[src/design/pixel_color_adjust_assert.svh]
// Assertion macros shared by the pixel color adjust design files.
// Needs no other file; the including module supplies clock and reset names.
`ifndef PIXEL_COLOR_ADJUST_ASSERT_SVH
`define PIXEL_COLOR_ADJUST_ASSERT_SVH
`ifndef ASSERT_OFF
`define PCA_ASSERT(lbl, clk, rst, prop) \
  lbl: assert property (@(posedge clk) disable iff (rst) prop) \
    else $error("pixel_color_adjust: check failed");
`define PCA_NEVER(lbl, clk, rst, expr) \
  lbl: assert property (@(posedge clk) disable iff (rst) !(expr)) \
    else $error("pixel_color_adjust: forbidden condition seen");
`else
`define PCA_ASSERT(lbl, clk, rst, prop)
`define PCA_NEVER(lbl, clk, rst, expr)
`endif
`endif

[src/design/pca_pkg.sv]
// Package for the pixel color adjust block: configuration types, register
// indexes and the constant tables built at elaboration. Depends on nothing.
package pca_pkg;

  typedef enum logic [1:0] {
    REG_BRIGHTNESS    = 2'd0,
    REG_CONTRAST      = 2'd1,
    REG_SATURATION    = 2'd2,
    REG_INVERSE_GAMMA = 2'd3
  } reg_index_t;

  typedef struct packed {
    logic signed [13:0] brightness;
    logic [15:0]        contrast;
    logic [15:0]        saturation;
  } cfg_t;

  typedef logic [20:0] tab_t [65];
  typedef logic [16:0] scale_tab_t [256];

  localparam logic signed [17:0] LUMA_R = 18'sd13933;
  localparam logic signed [17:0] LUMA_G = 18'sd46871;
  localparam logic signed [17:0] LUMA_B = 18'sd4732;
  localparam int GAMMA_CAP = 20;

  function automatic scale_tab_t pca_scale_tab(input int f);
    scale_tab_t tab;
    int i;
    for (i = 0; i < 256; i++) begin
      tab[i] = 17'((i * (2 << f) + 255) / 510);
    end
    return tab;
  endfunction

  function automatic logic [63:0] pca_isqrt(input logic [63:0] xin);
    logic [63:0] x;
    logic [63:0] res;
    logic [63:0] bitv;
    int j;
    x = xin;
    res = 64'd0;
    bitv = 64'd1 << 62;
    for (j = 0; j < 32; j++) begin
      if (bitv > x) bitv = bitv >> 2;
    end
    for (j = 0; j < 32; j++) begin
      if (bitv != 64'd0) begin
        if (x >= res + bitv) begin
          x = x - (res + bitv);
          res = (res >> 1) + bitv;
        end else begin
          res = res >> 1;
        end
        bitv = bitv >> 2;
      end
    end
    return res;
  endfunction

  function automatic tab_t pca_log_tab();
    tab_t tab;
    logic [63:0] x;
    logic [63:0] r;
    int i;
    int b;
    for (i = 0; i <= 64; i++) begin
      x = (64'd1 << 30) + (64'(i) << 24);
      r = 64'd0;
      for (b = 0; b < 20; b++) begin
        x = (x * x) >> 30;
        r = r << 1;
        if (x >= (64'd1 << 31)) begin
          r = r | 64'd1;
          x = x >> 1;
        end
      end
      tab[i] = 21'((r + 64'd8) >> 4);
    end
    return tab;
  endfunction

  function automatic tab_t pca_exp_tab();
    tab_t tab;
    logic [63:0] q;
    logic [63:0] e;
    int i;
    q = 64'd1 << 29;
    e = 64'd1 << 30;
    for (i = 0; i < 6; i++) begin
      q = pca_isqrt(q << 30);
    end
    tab[0] = 21'd1 << 20;
    for (i = 1; i <= 64; i++) begin
      e = (e * q + (64'd1 << 29)) >> 30;
      tab[i] = 21'((e + 64'd512) >> 10);
    end
    return tab;
  endfunction

endpackage

[src/design/pca_gamma.sv]
// Seven pipeline stages that raise one clamped channel to the configured
// exponent through log2 and exp2 tables. Depends on pca_pkg.
module pca_gamma #(
  parameter int FRAC_BITS = 12
) (
  input  logic                 clk,
  input  logic [6:0]           en,
  input  logic [16:0]          ex,
  input  logic [FRAC_BITS:0]   level,
  output logic [7:0]           value
);
  import pca_pkg::*;

  localparam int F = FRAC_BITS;
  localparam tab_t LOG_TAB = pca_log_tab();
  localparam tab_t EXP_TAB = pca_exp_tab();

  logic [4:0]  p;
  logic [16:0] v17;
  logic [16:0] m;
  logic [5:0]  idx8;
  logic [16:0] lt0;
  logic [16:0] ld;
  logic [9:0]  fr8;
  logic [4:0]  p8;
  logic        nz8;
  logic [26:0] lprod;
  logic [17:0] lg;
  logic [20:0] n9;
  logic        nz9;
  logic [38:0] tsum;
  logic [38:0] t10;
  logic        nz10;
  logic [5:0]  idx11;
  logic [20:0] e0;
  logic [20:0] ed;
  logic [9:0]  fr11;
  logic [3:0]  k11;
  logic        zero11;
  logic [30:0] eprod;
  logic [20:0] val12;
  logic [3:0]  k12;
  logic        zero12;
  logic [28:0] prod13;
  logic [3:0]  k13;
  logic        zero13;
  logic [29:0] rsum;
  logic [29:0] rshift;

  assign v17 = 17'(level);

  always_comb begin
    p = '0;
    for (int j = 0; j <= F; j++) begin
      if (level[j]) p = 5'(j);
    end
  end

  assign m = v17 << (5'd16 - p);
  assign idx8 = m[15:10];

  always_ff @(posedge clk) begin
    if (en[0]) begin
      lt0 <= LOG_TAB[7'(idx8)][16:0];
      ld  <= LOG_TAB[7'(idx8) + 7'd1][16:0] - LOG_TAB[7'(idx8)][16:0];
      fr8 <= m[9:0];
      p8  <= p;
      nz8 <= (level != '0);
    end
  end

  assign lprod = 27'(ld) * 27'(fr8);
  assign lg = 18'(lt0) + 18'((lprod + 27'd512) >> 10);

  always_ff @(posedge clk) begin
    if (en[1]) begin
      n9  <= 21'((22'(5'(F) - p8) << 16) - 22'(lg));
      nz9 <= nz8;
    end
  end

  assign tsum = (39'(ex) * 39'(n9) + (39'd1 << (F - 1))) >> F;

  always_ff @(posedge clk) begin
    if (en[2]) begin
      t10  <= tsum;
      nz10 <= nz9;
    end
  end

  assign idx11 = t10[15:10];

  always_ff @(posedge clk) begin
    if (en[3]) begin
      e0     <= EXP_TAB[7'(idx11)];
      ed     <= EXP_TAB[7'(idx11)] - EXP_TAB[7'(idx11) + 7'd1];
      fr11   <= t10[9:0];
      k11    <= t10[19:16];
      zero11 <= !nz10 || (t10[38:16] > 23'd8);
    end
  end

  assign eprod = 31'(ed) * 31'(fr11);

  always_ff @(posedge clk) begin
    if (en[4]) begin
      val12  <= e0 - 21'((eprod + 31'd512) >> 10);
      k12    <= k11;
      zero12 <= zero11;
    end
  end

  always_ff @(posedge clk) begin
    if (en[5]) begin
      prod13 <= 29'(val12) * 29'd255;
      k13    <= k12;
      zero13 <= zero12;
    end
  end

  assign rsum = 30'(prod13) + (30'd1 << (5'd19 + 5'(k13)));
  assign rshift = rsum >> (5'd20 + 5'(k13));

  always_ff @(posedge clk) begin
    if (en[6]) begin
      if (zero13) begin
        value <= 8'd0;
      end else if (rshift > 30'd255) begin
        value <= 8'd255;
      end else begin
        value <= rshift[7:0];
      end
    end
  end

endmodule

[config.mk]
export PLATFORM = sky130hd
export DESIGN_NAME = pca_gamma
export DESIGN_NICKNAME = d
export VERILOG_FILES = /design/src/design/pixel_color_adjust_assert.svh /design/src/design/pca_pkg.sv /design/src/design/pca_gamma.sv
export SDC_FILE = /design/constraint.sdc
export NUM_CORES = 2
export LEC_CHECK = 0
export BUFFER_PORTS_ARGS = -buffer_cell sky130_fd_sc_hd__buf_2
export CAP_MARGIN = 20
export CORE_MARGIN = 2
export CORE_UTILIZATION = 25
export DETAILED_ROUTE_END_ITERATION = 6
export PLACE_DENSITY_LB_ADDON = 0.25
export SLEW_MARGIN = 5
export SYNTH_ARGS = -nofsm -noshare
export SYNTH_HDL_FRONTEND = slang
export SYNTH_SLANG_ARGS = --single-unit
[constraint.sdc]
create_clock -name clk -period 12.8 [get_ports clk]
set_clock_uncertainty 0.2 [all_clocks]
set_input_delay 3.2 -clock clk [delete_from_list [all_inputs] [get_ports clk]]
set_output_delay 3.2 -clock clk [all_outputs]
set_load 0.005 [all_outputs]
=== Word level (Yosys, flattened, before mapping) ===
Memory sizes are Yosys's and may differ from the RTL's.
Index checks and enable logic that the tools add are counted.

* Flip-flop bits (word level): 225
* Bits in read-only memories: 10752
* Input bits: 38
* Output and inout port bits: 8
* Memories: 4

{| class="wikitable"
|+ Memory list
! memory !! depth !! bits a word !! read ports !! clocked after Yosys merged registers in !! wr ports !! line !! RTL
|-
| (name not given) || 128 || 21 || 1 || 0 || 0 || pca_gamma.sv:96 || <nowiki>ed <= EXP_TAB[7'(idx11)] - EXP_TAB[7'(idx11) + 7'd1];</nowiki>
|-
| (name not given) || 128 || 21 || 1 || 0 || 0 || pca_gamma.sv:96 ||
|-
| (name not given) || 128 || 21 || 1 || 0 || 0 || pca_gamma.sv:65 || <nowiki>ld <= LOG_TAB[7'(idx8) + 7'd1][16:0] - LOG_TAB[7'(idx8)][16:0];</nowiki>
|-
| (name not given) || 128 || 21 || 1 || 0 || 0 || pca_gamma.sv:65 ||
|}

* Add/subtract/negate cells: 15
* Multipliers: 4
* $lt $le $gt $ge: 6
* Shift-type cells: 3
* Muxes and demuxes: 21
* Bitwise logic cells: 4
* Reductions and logical operators: 3

{| class="wikitable"
|+ Operators by type and width
! operator !! number
|-
| 21-bit two-way mux || 4
|-
| 17-bit two-way mux || 4
|-
| 21-bit subtractor || 2
|-
| 38-bit by 12-bit adder with 39-bit output, second input constant || 1
|-
| 17-bit by 21-bit multiplier with 38-bit output || 1
|-
| 5-bit two-way mux || 7
|-
| 8-bit greater-or-equal comparator, second input constant || 4
|-
| 31-bit by 10-bit adder with 31-bit output, second input constant || 1
|-
| 21-bit by 10-bit multiplier with 31-bit output || 1
|-
| 29-bit by 30-bit adder with 30-bit output || 1
|-
| 30-bit by 8-bit > comparator with 1-bit output, second input constant || 1
|-
| 1-bit by 5-bit left shift with 30-bit output, first input constant || 1
|-
| 30-bit by 5-bit right shift with 30-bit output || 1
|-
| 21-bit by 8-bit multiplier with 29-bit output, second input constant || 1
|-
| 27-bit by 10-bit adder with 27-bit output, second input constant || 1
|-
| 17-bit by 10-bit multiplier with 27-bit output || 1
|-
| 21-bit by 18-bit subtractor with 21-bit output || 1
|-
| 17-bit by 17-bit adder with 18-bit output || 1
|-
| 17-bit subtractor || 1
|-
| 6-bit NOT with 8-bit output || 2
|-
| 7-bit NOT with 8-bit output || 2
|-
| 13-bit by 5-bit left shift with 16-bit output || 1
|-
| 6-bit by 1-bit adder with 7-bit output, second input constant || 2
|-
| 13-bit nonzero test || 1
|-
| 10 further kinds || 13
|}

=== Longest topological paths before layout ===
* Depth in word-level cells: 20
* Gate-level depth with buffers: 43
* Gate-level depth less buffers: 38

=== Least setup slack after synthesis ===
Ideal clock, no wire load.

* Kind: in2reg
* From: input port level[9]
* To: register ld[16], data pin
* Setup time: 0.260 ns
* Arrival: 11.120 ns
* Slack: 1.220 ns
* Stages: 41
* Path through: buf_2 nand2b_1 a21oi_1 a211o_1 buf_2 ha_1 clkbuf_1 or3_1 a211oi_1 a41oi_1 nand2_1 a21o_1 nand2_1 inv_1 clkbuf_1 buf_1 ha_1 inv_1 [5 not listed] a21o_1 a2bb2oi_1 ha_1 inv_1 fa_1 a21o_1 a21oi_1 o21ai_0 a21oi_1 o21ai_0 a21oi_1 nor2b_1 o21a_1 o41ai_1 o211ai_1 a21o_1 a21oi_1 xnor2_1

* Longest elaborated chain between the ends: 12
* Elaborated cells between the ends (all ways): 16
* Those cells by class: 3 x add/sub; 1 x shift; 8 x mux; 2 x bitwise; 2 x memory

{| class="wikitable"
|+ Ends and longest elaborated chain
! element !! line !! RTL
|-
| from (decl) || pca_gamma.sv:9 || <nowiki>input logic [FRAC_BITS:0] level,</nowiki>
|-
| 5-bit two-way mux (4 in series) || pca_gamma.sv:55 || <nowiki>if (level[j]) p = 5'(j);</nowiki>
|-
| 5-bit subtractor || pca_gamma.sv:59 || <nowiki>assign m = v17 << (5'd16 - p);</nowiki>
|-
| 13-bit by 5-bit left shift with 16-bit output * || pca_gamma.sv:59 ||
|-
| 6-bit by 1-bit adder with 7-bit output || pca_gamma.sv:65 ||
|-
| 7-bit NOT with 8-bit output (implied by the code) || pca_gamma.sv:65 ||
|-
| memory 128 x 21 bit || n/a ||
|-
| 17-bit two-way mux (implied by the code) (2 in series) || pca_gamma.sv:65 ||
|-
| 17-bit subtractor * || pca_gamma.sv:65 ||
|-
| to (signal assigned) || pca_gamma.sv:65 ||
|-
| to (decl) || pca_gamma.sv:23 || <nowiki>logic [16:0] ld;</nowiki>
|}

Mark *: on every way between the ends. The rest lies on a longest branch, timed or not. The select of a mux whose other input is x is not followed.
A chain may end at the register's enable or synchronous reset.

=== Worst setup path in the final report ===
* From: input port level[2]
* To: register ld[16], data pin

* Longest elaborated chain between the ends: 19
* Elaborated cells between the ends (all ways): 23
* Those cells by class: 3 x add/sub; 1 x shift; 15 x mux; 2 x bitwise; 2 x memory

{| class="wikitable"
|+ Ends and longest elaborated chain
! element !! line
|-
| 2-bit two-way mux (2 in series) || pca_gamma.sv:55
|-
| 3-bit two-way mux (2 in series) || pca_gamma.sv:55
|-
| 5-bit two-way mux (7 in series) || pca_gamma.sv:55
|-
| 5-bit subtractor || pca_gamma.sv:59
|-
| 13-bit by 5-bit left shift with 16-bit output * || pca_gamma.sv:59
|-
| 6-bit by 1-bit adder with 7-bit output || pca_gamma.sv:65
|-
| 7-bit NOT with 8-bit output (implied by the code) || pca_gamma.sv:65
|-
| memory 128 x 21 bit || n/a
|-
| 17-bit two-way mux (implied by the code) (2 in series) || pca_gamma.sv:65
|-
| 17-bit subtractor * || pca_gamma.sv:65
|}

Marked as above.

==> impl_metrics.toml <==
[outcome]
status = "finished clean"

[cts]
numCtsBuffers = 29
cts_buffer_depth = 3
cts_setup_buffers = 0
root_buffer = "clkbuf_16"
ctsResizeCount = 0
htree_num_levels = 1
cts_sinks = 223
clk_pin_slew_worst_paths_ns = 0.06
hold_buffers = 0
cts_tree = "yes"
insertion_delay_ns = 0.61

[layout]
final_cell_mix = "inv_1, nand2_1, fa_1, ha_1, nor2_1"
final_util = 0.270
syn_to_final_growth_pct = 7.64
nets = 6653
fillerInstances = 20900
layout_commonest_cell = "inv_1"
drive_gt1_frac = 0.0466

[timing]
max_freq_mhz = 87.8
period_share = 0.890
fin_crit_ns = 11.39
final.setup.tns_ns = 0
rsz0062_at_grt = "no"
report.final.setup_viol = 0
final_hold_viol_count = 0
worstMarginPinSlew_ns = 1.10
relSlewSlack = 0.261
slew_viol_final = 0

[critical_path]
r2r_slack_ns = 2.92
startpoint = "level[2]"
worst-r2r-cell-count = 32
endpoint = "ld[16]"
max_stage_delay_ns = 0.48
crit_arrival_ns = 11.53
critPathMostFrequentCell = "a21oi_1"
reg2reg_to = "val12[20]"
cpMaxStageDelayCell = "a211o_1"
critPathMaxFanout = 19
crit_type = "primary input to flip-flop"
r2r_start = "fr11[3]"
start_kind = "primary input"
cp.required_ns = 12.94
setup.worst_path.end_class = "flip-flop"

[yosys]
yosys.area_share.simple = 0.174
synth_seq_area_share = 0.139
synthFlopType = "edfxtp_1"
synth-edff-count = 223
synth_compound_area_frac = 0.144
ys_warn_count = 0
synth_mux_area_frac = 0.0187
synth_fa_ha_area_frac = 0.397
yosys.cell_types.count = 96
postSynth.asyncResetShare = 0
syn_area_um2 = 48200
syn_inst = 5644
synth_seq_cells = 223
synth_top_family_by_area = "adder cells"
synth_xor_xnor_area_share = 0.0330
postSynthAreaPerCell_um2 = 8.54

[global_routing]
antenna_found_initial = 10
grt_pass1_wl_um = 233000
track_usage = 0.147
grt_pass1_vias = 40300
gr-total-overflow = 0
grt_max_degree = 87

[floorplan]
die_h_um = 443
io_pins = 46
start_util = 0.251
coreArea_um2 = 192000
die_area_um2 = 196000
placementRows = 161
fp.dieW_um = 443

[placement]
port_buffers = 45
hpwlAfterDp_um = 113000
gp_congestion = 0.883

[drt]
num_vias = 38900
routed_wl_um = 145000
antenna_left = 0
route.detailed.drc = 0
wl_per_cell_um = 18.1
drt_iter0_markers = 2847
drtPass1Iterations = 6
via_per_inst = 4.85

[hold_path]
min_path_type = "flip-flop to flip-flop"
worstHoldStart = "t10[4]"

[job]
cap_violations = 0
[cell families after synthesis]
kind of cell / after synthesis
multiplexers: 70
buffers and inverters: 1189
AO/OA/AOI/OAI: 1053
other: 1
adder cells (fa/ha/maj): 1138
flip-flops: 223
AND/OR/NAND/NOR: 1792
XOR/XNOR: 178
[critical path: cells and delay by family]
| kind | cells | cell delay [ns] |
|---|---|---|
| AOI/OAI and AO/OA | 20 | 4.44 |
| and+or+nand+nor | 6 | 1.56 |
| adders and majority gates | 4 | 1.38 |
| buffers and inverters | 5 | 0.82 |
| xor gates and xnor gates | 1 | 0.08 |
[flip-flops by register name, summed over array words and instances (netlist names), 4 cells and up]
signal	count
fr8	10
p8	4
t10	27
lt0	16
k13	4
val12	21
ld	17
n9	21
value	8
k12	4
prod13	29
k11	4
fr11	10
e0	21
ed	21
[routing by layer]
layer,share of wire,track usage
met1,0.45,0.195
met3,0.041,0.0143
met4,0.027,0.0361
met2,0.48,0.254
met5,0,0
[through the flow]
stage | setup WS (ns) | instances | hold WS [ns] | cell area, um^2
final | 1.41 | 8026 | 0.217 | 51900
after global routing | 0.724 | 8025 | 0.222 | 51900
after CTS | 1.56 | 8023 | 0.219 | 51900
after global placement | 0.821 | 7972 | 0.202 | 51000
after floorplan | 1.22 | 5647 | 0.200 | 48200
after detailed placement | 0.942 | 7972 | 0.205 | 51000
[worst min-delay path by stage]
stage / endpoint / slack (ns) / depth (start not counted)
detailed placement: fr11[1] / 0.20 / 0
CTS: fr11[4] / 0.22 / 0
global route: k13[2] / 0.22 / 0
finish: fr11[4] / 0.22 / 0
global placement: fr11[5] / 0.20 / 0
floorplan: fr11[0] / 0.20 / 0
[Yosys cell counts (18+ instances only)]
master / n / area [um^2]
o22ai_1: 18 / 113
a21boi_0: 19 / 143
inv_1: 859 / 3220
nand3_1: 85 / 425
nand2b_1: 38 / 238
or3_1: 27 / 169
o211ai_1: 54 / 405
o31ai_1: 18 / 135
edfxtp_1: 223 / 6700
a21oi_1: 275 / 1380
and2_1: 305 / 1910
o21ai_0: 223 / 1120
ha_1: 485 / 6070
nor2b_1: 30 / 188
mux2i_1: 43 / 430
xnor2_1: 115 / 1010
clkbuf_1: 280 / 1050
xor2_1: 60 / 526
buf_1: 25 / 93.8
a31oi_1: 43 / 269
nor3_1: 103 / 515
and3_1: 37 / 231
o21a_1: 40 / 300
nor2_1: 320 / 1200
or2_2: 19 / 119
a311oi_1: 25 / 219
fa_1: 653 / 13100
nand4_1: 22 / 138
a21o_1: 51 / 383
a211oi_1: 68 / 510
nand2_1: 749 / 2810
[layout make-up]
class,count,area [um^2],area share
Clock buffer,33,741,0.0143
Clock inverter,18,165,0.00318
Sequential cell,223,6700,0.129
Inverter,865,3250,0.0626
Multi-Input combinational cell,4235,37100,0.714
Timing Repair Buffer,123,811,0.0156
Tap cell,2526,3160,0.0609
Antenna cell,3,7.51,0.000145
Power is not shown: default switching activity piles up to over one toggle a cycle in this logic, so the estimate is an artifact.
